### src/rtl/core/blfd_pkg.sv
// Shared types, constants and the CRC byte update for the binary log frame deframer.
// No dependencies; imported by binary_log_frame_deframer.
package blfd_pkg;

	// Header length, sync bytes included
	localparam int HEADER_BYTES = 28;

	localparam int CFG_INDEX_W = 2;
	localparam int CFG_DATA_W  = 32;

	// Configuration register indexes
	localparam logic [CFG_INDEX_W-1:0] CFG_SYNC_PATTERN    = 2'd0;
	localparam logic [CFG_INDEX_W-1:0] CFG_CRC_POLYNOMIAL  = 2'd1;
	localparam logic [CFG_INDEX_W-1:0] CFG_MAX_BODY_LENGTH = 2'd2;

	localparam logic [23:0] SYNC_PATTERN_RST    = 24'hAA4412;
	localparam logic [31:0] CRC_POLYNOMIAL_RST  = 32'hEDB88320;
	localparam logic [15:0] MAX_BODY_LENGTH_RST = 16'd4096;

	// Header byte positions, counted from the first sync byte
	localparam logic [15:0] POS_SYNC_DONE = 16'd3;
	localparam logic [15:0] POS_ID_LO     = 16'd4;
	localparam logic [15:0] POS_ID_HI     = 16'd5;
	localparam logic [15:0] POS_TYPE      = 16'd6;
	localparam logic [15:0] POS_LEN_LO    = 16'd8;
	localparam logic [15:0] POS_LEN_HI    = 16'd9;
	localparam logic [15:0] POS_WEEK_LO   = 16'd14;
	localparam logic [15:0] POS_WEEK_HI   = 16'd15;
	localparam logic [15:0] POS_MS_FIRST  = 16'd16;
	localparam logic [15:0] POS_MS_LAST   = 16'd19;

	// Record kinds
	localparam logic [1:0] KIND_BODY      = 2'd0;
	localparam logic [1:0] KIND_GOOD      = 2'd1;
	localparam logic [1:0] KIND_CRC_BAD   = 2'd2;
	localparam logic [1:0] KIND_TOO_LONG  = 2'd3;

	typedef enum logic [3:0] {
		PH_HUNT   = 4'b0001,
		PH_HEADER = 4'b0010,
		PH_BODY   = 4'b0100,
		PH_CRC    = 4'b1000
	} phase_t;

	typedef struct packed {
		logic [1:0]  record_kind;
		logic [7:0]  body_byte;
		logic [15:0] body_offset;
		logic [15:0] message_id;
		logic [1:0]  message_format;
		logic [15:0] body_length;
		logic [15:0] gps_week;
		logic [31:0] week_milliseconds;
	} record_t;

	// One byte of a reflected CRC, unrolled over eight bit steps
	function automatic logic [31:0] crc_byte(input logic [31:0] crc, input logic [7:0] data,
		input logic [31:0] poly);
		logic [31:0] c;
		c = crc ^ {24'd0, data};
		for (int k = 0; k < 8; k++) begin
			c = c[0] ? ((c >> 1) ^ poly) : (c >> 1);
		end
		return c;
	endfunction

endpackage

### src/rtl/core/binary_log_frame_deframer.sv
// Binary log frame deframer: sync hunt, header capture, body pass-through, CRC-32 check.
// Single module; depends on blfd_pkg for types, constants and the CRC byte update.
//
// Usage:
//   Input channel (in_valid / in_stall / data_byte) carries one stream byte per beat.
//   Output channel (out_valid / out_stall / record fields) carries one record per beat:
//   a body byte with its offset, or a frame-end record (good, CRC mismatch, too long).
//   Header fields of the current frame ride along with every record.
//   Records are built from the input register into the output or skid register.
//   Throughput: one byte per cycle unless a stall or rebuild holds it off; the CRC
//   byte update, from input register to running CRC register, sets the cycle time.
//   A write to crc_polynomial holds off byte processing (in_stall rises if a byte waits)
//   while rebuild1 and rebuild2 rebuild the sync window CRCs with the new polynomial.
//   Stall: the output register has a one-beat skid stage behind it, so in_stall is
//   driven from registers only; it rises once the skid stage fills while a byte waits.
//   Reset: asynchronous, active low; registers return to their reset values, the
//   sync window empties and the parser hunts for sync. Config writes (cfg_write,
//   cfg_index, cfg_data) take effect at the edge; indexes past the last are dropped.
module binary_log_frame_deframer (
	input  logic                               clk,
	input  logic                               arst_n,
	input  logic                               cfg_write,
	input  logic [blfd_pkg::CFG_INDEX_W-1:0]   cfg_index,
	input  logic [blfd_pkg::CFG_DATA_W-1:0]    cfg_data,
	input  logic                               in_valid,
	output logic                               in_stall,
	input  logic [7:0]                         data_byte,
	output logic                               out_valid,
	input  logic                               out_stall,
	output logic [1:0]                         record_kind,
	output logic [7:0]                         body_byte,
	output logic [15:0]                        body_offset,
	output logic [15:0]                        message_id,
	output logic [1:0]                         message_format,
	output logic [15:0]                        body_length,
	output logic [15:0]                        gps_week,
	output logic [31:0]                        week_milliseconds
);
	import blfd_pkg::*;

	// Configuration registers
	logic [23:0] sync_pattern_q;
	logic [31:0] crc_poly_q;
	logic [15:0] max_len_q;

	// Input register
	logic        valid_s1;
	logic [7:0]  byte_s1;

	// Parser state
	phase_t      phase_q, phase_d;
	logic [15:0] window_q, window_d;
	logic [31:0] win_crc1_q, win_crc1_d;   // CRC from zero over the newest window byte
	logic [31:0] win_crc2_q, win_crc2_d;   // CRC from zero over both window bytes
	logic [15:0] count_q, count_d;
	logic [31:0] run_crc_q, run_crc_d;
	logic [31:0] rx_crc_q, rx_crc_d;
	logic [15:0] id_q, id_d;
	logic [1:0]  fmt_q, fmt_d;
	logic [15:0] len_q, len_d;
	logic [15:0] week_q, week_d;
	logic [31:0] ms_q, ms_d;

	// Window CRC rebuild after a polynomial write
	logic        rebuild1_q, rebuild2_q;
	logic [31:0] hi_crc_q;
	logic        rebuild_busy;

	// Output register and skid stage
	record_t     out_q, skid_q, res;
	logic        out_valid_q, skid_valid_q;
	logic        res_valid;

	logic        proc;
	logic        accept;
	logic        take;
	logic [16:0] count_inc;
	logic [31:0] crc_next;

	assign rebuild_busy = rebuild1_q | rebuild2_q;
	assign proc         = valid_s1 & ~skid_valid_q & ~rebuild_busy;
	assign in_stall     = valid_s1 & (skid_valid_q | rebuild_busy);
	assign accept       = in_valid & ~in_stall;
	assign take         = out_valid_q & ~out_stall;
	assign count_inc    = {1'b0, count_q} + 17'd1;
	assign crc_next     = crc_byte(run_crc_q, byte_s1, crc_poly_q);

	// Parser next state and result for the byte in the input register
	always_comb begin
		phase_d    = phase_q;
		window_d   = window_q;
		win_crc1_d = win_crc1_q;
		win_crc2_d = win_crc2_q;
		count_d    = count_q;
		run_crc_d  = run_crc_q;
		rx_crc_d   = rx_crc_q;
		id_d       = id_q;
		fmt_d      = fmt_q;
		len_d      = len_q;
		week_d     = week_q;
		ms_d       = ms_q;
		res_valid  = 1'b0;
		res.record_kind       = KIND_BODY;
		res.body_byte         = 8'd0;
		res.body_offset       = 16'd0;

		case (phase_q)
			PH_HUNT: begin
				if ({window_q, byte_s1} == sync_pattern_q) begin
					// Window bytes equal the first two sync bytes here
					run_crc_d  = crc_byte(win_crc2_q, byte_s1, crc_poly_q);
					id_d       = 16'd0;
					fmt_d      = 2'd0;
					len_d      = 16'd0;
					week_d     = 16'd0;
					ms_d       = 32'd0;
					rx_crc_d   = 32'd0;
					window_d   = 16'd0;
					win_crc1_d = 32'd0;
					win_crc2_d = 32'd0;
					count_d    = POS_SYNC_DONE;
					phase_d    = PH_HEADER;
				end else begin
					window_d   = {window_q[7:0], byte_s1};
					win_crc1_d = crc_byte(32'd0, byte_s1, crc_poly_q);
					win_crc2_d = crc_byte(win_crc1_q, byte_s1, crc_poly_q);
				end
			end
			PH_HEADER: begin
				run_crc_d = crc_next;
				if (count_q == POS_ID_LO) id_d[7:0] = byte_s1;
				else if (count_q == POS_ID_HI) id_d[15:8] = byte_s1;
				else if (count_q == POS_TYPE) fmt_d = byte_s1[5:4];
				else if (count_q == POS_LEN_LO) len_d[7:0] = byte_s1;
				else if (count_q == POS_LEN_HI) len_d[15:8] = byte_s1;
				else if (count_q == POS_WEEK_LO) week_d[7:0] = byte_s1;
				else if (count_q == POS_WEEK_HI) week_d[15:8] = byte_s1;
				else if (count_q >= POS_MS_FIRST && count_q <= POS_MS_LAST) begin
					case (count_q[1:0])
						2'd0:    ms_d[7:0]   = ms_q[7:0]   | byte_s1;
						2'd1:    ms_d[15:8]  = ms_q[15:8]  | byte_s1;
						2'd2:    ms_d[23:16] = ms_q[23:16] | byte_s1;
						default: ms_d[31:24] = ms_q[31:24] | byte_s1;
					endcase
				end
				count_d = count_inc[15:0];
				if (count_inc >= 17'(HEADER_BYTES)) begin
					// Last header byte never touches the length field
					if (len_q > max_len_q) begin
						res_valid       = 1'b1;
						res.record_kind = KIND_TOO_LONG;
						phase_d         = PH_HUNT;
						window_d        = 16'd0;
						win_crc1_d      = 32'd0;
						win_crc2_d      = 32'd0;
						count_d         = 16'd0;
					end else begin
						count_d = 16'd0;
						phase_d = (len_q == 16'd0) ? PH_CRC : PH_BODY;
					end
				end
			end
			PH_BODY: begin
				run_crc_d       = crc_next;
				res_valid       = 1'b1;
				res.record_kind = KIND_BODY;
				res.body_byte   = byte_s1;
				res.body_offset = count_q;
				count_d         = count_inc[15:0];
				if (count_inc >= {1'b0, len_q}) begin
					count_d = 16'd0;
					phase_d = PH_CRC;
				end
			end
			PH_CRC: begin
				case (count_q[1:0])
					2'd0:    rx_crc_d[7:0]   = rx_crc_q[7:0]   | byte_s1;
					2'd1:    rx_crc_d[15:8]  = rx_crc_q[15:8]  | byte_s1;
					2'd2:    rx_crc_d[23:16] = rx_crc_q[23:16] | byte_s1;
					default: rx_crc_d[31:24] = rx_crc_q[31:24] | byte_s1;
				endcase
				count_d = {14'd0, count_q[1:0]} + 16'd1;
				if (count_q[1:0] == 2'd3) begin
					res_valid       = 1'b1;
					res.record_kind = (rx_crc_d == run_crc_q) ? KIND_GOOD : KIND_CRC_BAD;
					phase_d         = PH_HUNT;
					window_d        = 16'd0;
					win_crc1_d      = 32'd0;
					win_crc2_d      = 32'd0;
					count_d         = 16'd0;
				end
			end
			default: begin
				phase_d = PH_HUNT;
			end
		endcase

		// Header fields as they stand after this byte
		res.message_id        = id_d;
		res.message_format    = fmt_d;
		res.body_length       = len_d;
		res.gps_week          = week_d;
		res.week_milliseconds = ms_d;
	end

	// Configuration registers and window CRC rebuild
	always_ff @(posedge clk or negedge arst_n) begin
		if (!arst_n) begin
			sync_pattern_q <= SYNC_PATTERN_RST;
			crc_poly_q     <= CRC_POLYNOMIAL_RST;
			max_len_q      <= MAX_BODY_LENGTH_RST;
			rebuild1_q     <= 1'b0;
			rebuild2_q     <= 1'b0;
		end else begin
			rebuild2_q <= rebuild1_q;
			rebuild1_q <= 1'b0;
			if (cfg_write) begin
				case (cfg_index)
					CFG_SYNC_PATTERN:    sync_pattern_q <= cfg_data[23:0];
					CFG_CRC_POLYNOMIAL: begin
						crc_poly_q <= cfg_data;
						rebuild1_q <= 1'b1;
					end
					CFG_MAX_BODY_LENGTH: max_len_q <= cfg_data[15:0];
					default: ;
				endcase
			end
		end
	end

	// Partial CRC of the older window byte during a rebuild
	always_ff @(posedge clk) begin
		if (rebuild1_q) begin
			hi_crc_q <= crc_byte(32'd0, window_q[15:8], crc_poly_q);
		end
	end

	// Input register
	always_ff @(posedge clk or negedge arst_n) begin
		if (!arst_n) begin
			valid_s1 <= 1'b0;
		end else if (accept) begin
			valid_s1 <= 1'b1;
		end else if (proc) begin
			valid_s1 <= 1'b0;
		end
	end

	always_ff @(posedge clk) begin
		if (accept) begin
			byte_s1 <= data_byte;
		end
	end

	// Parser state; rebuild the window CRCs while byte processing is held off
	always_ff @(posedge clk or negedge arst_n) begin
		if (!arst_n) begin
			phase_q    <= PH_HUNT;
			window_q   <= 16'd0;
			win_crc1_q <= 32'd0;
			win_crc2_q <= 32'd0;
			count_q    <= 16'd0;
			run_crc_q  <= 32'd0;
			rx_crc_q   <= 32'd0;
			id_q       <= 16'd0;
			fmt_q      <= 2'd0;
			len_q      <= 16'd0;
			week_q     <= 16'd0;
			ms_q       <= 32'd0;
		end else if (rebuild1_q) begin
			win_crc1_q <= crc_byte(32'd0, window_q[7:0], crc_poly_q);
		end else if (rebuild2_q) begin
			win_crc2_q <= crc_byte(hi_crc_q, window_q[7:0], crc_poly_q);
		end else if (proc) begin
			phase_q    <= phase_d;
			window_q   <= window_d;
			win_crc1_q <= win_crc1_d;
			win_crc2_q <= win_crc2_d;
			count_q    <= count_d;
			run_crc_q  <= run_crc_d;
			rx_crc_q   <= rx_crc_d;
			id_q       <= id_d;
			fmt_q      <= fmt_d;
			len_q      <= len_d;
			week_q     <= week_d;
			ms_q       <= ms_d;
		end
	end

	// Output register with skid stage: drain skid first, park a new record in skid
	// when the output register is held
	always_ff @(posedge clk or negedge arst_n) begin
		if (!arst_n) begin
			out_valid_q  <= 1'b0;
			skid_valid_q <= 1'b0;
		end else begin
			if (!out_valid_q || take) begin
				if (skid_valid_q) begin
					out_valid_q  <= 1'b1;
					skid_valid_q <= 1'b0;
				end else begin
					out_valid_q <= proc & res_valid;
				end
			end else if (proc && res_valid) begin
				skid_valid_q <= 1'b1;
			end
		end
	end

	always_ff @(posedge clk) begin
		if (!out_valid_q || take) begin
			if (skid_valid_q) begin
				out_q <= skid_q;
			end else if (proc && res_valid) begin
				out_q <= res;
			end
		end else if (proc && res_valid) begin
			skid_q <= res;
		end
	end

	assign out_valid         = out_valid_q;
	assign record_kind       = out_q.record_kind;
	assign body_byte         = out_q.body_byte;
	assign body_offset       = out_q.body_offset;
	assign message_id        = out_q.message_id;
	assign message_format    = out_q.message_format;
	assign body_length       = out_q.body_length;
	assign gps_week          = out_q.gps_week;
	assign week_milliseconds = out_q.week_milliseconds;

endmodule
### config.mk
export PLATFORM = sky130hd
export DESIGN_NAME = binary_log_frame_deframer
export DESIGN_NICKNAME = d
export VERILOG_FILES = /design/src/rtl/core/blfd_pkg.sv /design/src/rtl/core/binary_log_frame_deframer.sv
export SDC_FILE = /design/constraint.sdc
export NUM_CORES = 2
export LEC_CHECK = 0
export BUFFER_PORTS_ARGS = -buffer_cell sky130_fd_sc_hd__buf_2
export CAP_MARGIN = 10
export CORE_ASPECT_RATIO = 2
export CORE_MARGIN = 2
export CORE_UTILIZATION = 32
export DETAILED_ROUTE_END_ITERATION = 8
export SLEW_MARGIN = 15
export SYNTH_ARGS = -nofsm -noshare
export SYNTH_HDL_FRONTEND = slang
export SYNTH_SLANG_ARGS = --single-unit
### constraint.sdc
create_clock -name clk -period 31.4 [get_ports clk]
set_input_delay 9.42 -clock clk [delete_from_list [all_inputs] [get_ports clk]]
set_output_delay 9.42 -clock clk [all_outputs]
set_load 0.02 [all_outputs]
==> results by group <==
Timing
  – Tmin final: 11.93 ns
  – Slew margin rel.: 14.8%
  – Worst Tran Pin Value: between 1 and 1.5 ns
  – Clk_skew: around 0.05 ns
  – RSZ-0062 raised after global routing: false
  – Hold Violations, Final: 0
  – Final worst-path cycle share: 38.0%
  – Pins Over Slew Limit: 0
  – Final setup viols: 0
  – Setup_tns: 0 ns
  – Fmax: 83.9 MHz

Yosys
  – Post-Syn Area per Cell: 8.11 µm²
  – Sequential area share after synthesis: a little under a third
  – Cell count after synthesis: 6406
  – Synth area leader: xnor2_1
  – Post-synth EDFFs: 256
  – Adder-Cell Fraction of Synth Area: 0.867%
  – Top-count cell post-synth: nand2_1
  – Simple-gate area share of the yosys netlist: about a fifth
  – Largest cells by area after synthesis: xnor2_1 23%, edfxtp_1 15%, dfrtp_1 14%
  – Distinct cell type count after synthesis: around 90
  – Compound-Gate Fraction of Synth Area: ~11%
  – Synth Warn #: 0
  – #FFs+latches synth: 579
  – Netlist Area Pre-Place: a little over 50000 µm²
  – Share of the synthesized area in the top cell type: between 20% and 30%
  – Synth cell count leaders: 1807 x nand2_1, 1392 x xnor2_1, 385 x clkbuf_1, 299 x dfrtp_1, 256 x edfxtp_1
  – Synth Net Count: 6489
  – Prevailing post-synth register cell: dfrtp_1
  – Largest family of logic cells by synthesized area: XOR/XNOR gates
  – Mux cell area share after synthesis: 3.48%
  – Asr flop ratio synth: ~56%
  – Synth Area in XOR/XNOR: 28.9%

Cells and area
  – Proportion of layout cells with a drive suffix above 1: 11.1%
  – P&R area growth vs syn: 8.92%
  – NumNets Final: ~6300
  – Fillers: between 15000 and 20000

Global route
  – GR Util met3: under 10%
  – Initial antenna violation count: 9
  – GRT Overall Usage: 24.7%
  – GRT met2 Usage: 44.6%
  – First-pass GRT wire length: 304000 µm
  – Total gr overflow: 0
  – GR Layer Usage met1: 23.9%
  – Grt peak-use layer: met2
  – Largest net degree at the start of global routing: a little over 100
  – Vias in the first global route: 45400

Floorplan
  – Die W: a little under 300 µm
  – Core box area: 162000 µm²
  – Die Area: 166000 µm²
  – Initial Util: 32.1%
  – FP Rows: roughly 210
  – DIE HEIGHT: 574 µm
  – Io pins: between 150 and 200

Hold path
  – Hold path startpoint: week_q[14]
  – HP Class: register to register
  – Hold-critical path endpoint: week_q[14]
  – WHS Path Cells: 2

Critical path
  – CP Capture Type: primary output
  – Critical R2R Launch: crc_poly_q[1]
  – Critical path class: register to primary output
  – Max FO, Critical Path: 63
  – CP Launch Type: register
  – Worst r2r dst: hi_crc_q[19]
  – Crit path required time: 21.98 ns
  – Data arrival, critical path: 2.51 ns
  – Reg2Reg Depth: 16
  – Register-to-register setup slack: 24.69 ns

Route
  – Vias per Instance: approximately 5.5
  – Starting DRT DRC Count: 3706
  – Wirelength per Cell: 25.0 µm
  – Vias: 46200
  – ANT nets after route: 0
  – DR pass1 iterations: 8
  – Post-Route WL: between 200000 and 250000 µm
  – DRC: 2

Clock tree
  – H-Tree Depth: 2
  – Clk sinks: 579
  – Post-CTS Setup Bufs: 0
  – CTS Buffer Depth: 3
  – Cts repair resizes: 0
  – CTS Buf Count: 52
  – CTS tree: built
  – Clk Latency, worst-skew pair: 0.69 ns
  – CTS Root Cell: clkbuf_16
  – Hold-fix buffers at CTS: 0
  – Clk pin slew, worst setup/hold paths: 0.07 ns

Placement
  – Gpl congestion: around 1.0
  – DPL Wire Length: 146000 µm
  – I/O Buffers: 156

Run status
  – Failing checks: design-rule violations
  – Status: complete, but fails checks

Job
  – Max_cap viols: 0
[flip-flops by register name, indices dropped and copies added, names as in the netlist, 4 cells and up]
| register | flops |
|---|---|
| gps_week | 16 |
| len_q | 16 |
| id_q | 16 |
| message_id | 16 |
| body_offset | 16 |
| win_crc2_q | 32 |
| skid_q | 108 |
| ms_q | 32 |
| phase_q | 4 |
| window_q | 16 |
| sync_pattern_q | 24 |
| hi_crc_q | 32 |
| byte_s1 | 8 |
| crc_poly_q | 32 |
| run_crc_q | 32 |
| week_milliseconds | 32 |
| max_len_q | 16 |
| win_crc1_q | 32 |
| count_q | 16 |
| body_length | 16 |
| rx_crc_q | 32 |
| body_byte | 8 |
| week_q | 16 |
[worst max-delay path by stage]
| stage | startpoint | endpoint | slack (ns) | cells after the start |
|---|---|---|---|---|
| 2_1_floorplan | out_stall | skid_q[0] | 13.34 | 2 |
| 3_3_place_gp | arst_n | crc_poly_q[0] | 19.44 | 3 |
| 3_5_place_dp | arst_n | crc_poly_q[0] | 19.36 | 3 |
| 4_1_cts | skid_valid_q | in_stall | 19.47 | 4 |
| 5_1_grt | skid_valid_q | in_stall | 19.41 | 4 |
| 6_report | skid_valid_q | in_stall | 19.47 | 4 |
[per-stage QoR]
| step | instance area (µm²) | cells | hold slack [ns] | worst slack (ns) | utilization (%) |
|---|---|---|---|---|---|
| 5_1_grt | 56600 | 8368 | 0.502 | 19.41 | 35.0 |
| 6_report | 56600 | 8373 | 0.478 | 19.47 | 35.0 |
| 4_1_cts | 56500 | 8363 | 0.480 | 19.47 | 35.0 |
| 2_1_floorplan | 51900 | 6406 | 0.446 | 13.34 | - |
| 3_3_place_gp | 54700 | 8265 | 0.457 | 19.44 | 33.9 |
| 3_5_place_dp | 54700 | 8265 | 0.462 | 19.36 | 33.9 |
[routing by layer]
layer  part of all wire, %  up-vias
met5                 0.019        -
met4                    11        6
met3                   5.9      841
met2                    51     2038
met1                    32    22500
li1                      -    20800
[cell usage in the layout, fill, tap and decap left out, types with 38 or more instances in the layout]
cell type and count:
o211ai_1 61, a21oi_1 116, inv_1 66, nor4_1 39, nand3_1 104, nor2_1 198
buf_2 155, and2_1 50, mux2_2 148, clkbuf_16 53, and3_1 42, o31ai_1 38
xnor3_1 51, nand4_1 47, nand2_1 1806, xnor2_1 1376, dfrtp_1 278, a22o_1 73
edfxtp_1 256, o21ai_0 254, xor2_1 138, a31oi_1 40, buf_4 163, nor3_1 92
[kinds of logic (layout without fill, tap and decap cells)]
family,count (synthesis),in the layout
AND/OR/NAND/NOR,2531,2531
flip-flops,579,579
XOR/XNOR,1608,1608
other,0,9
multiplexers,162,162
adder cells (fa/ha/maj),36,36
AO/OA/AOI/OAI,842,842
buffers and inverters,648,496
[cell type report]
type	count	area, µm²	share of cell area, %
multi-input combinational	5179	33900	60.0
sequential	579	15800	28.0
tap	2110	2640	4.67
timing repair buffer	321	2050	3.63
clock buffer	60	1370	2.43
clock inverter	38	429	0.759
inverter	77	289	0.511
antenna	9	22.5	0.0398
[worst max-delay path, stage by stage, from the launching register on]
cell and delay (ns):
dfrtp_4 0.80, nor3_1 0.60, nand2b_1 0.23, inv_1 0.05, buf_2 0.16
Power is left out: the tool's default activity adds up to more than one toggle a clock period on the data nets, which glitch-free logic cannot reach.
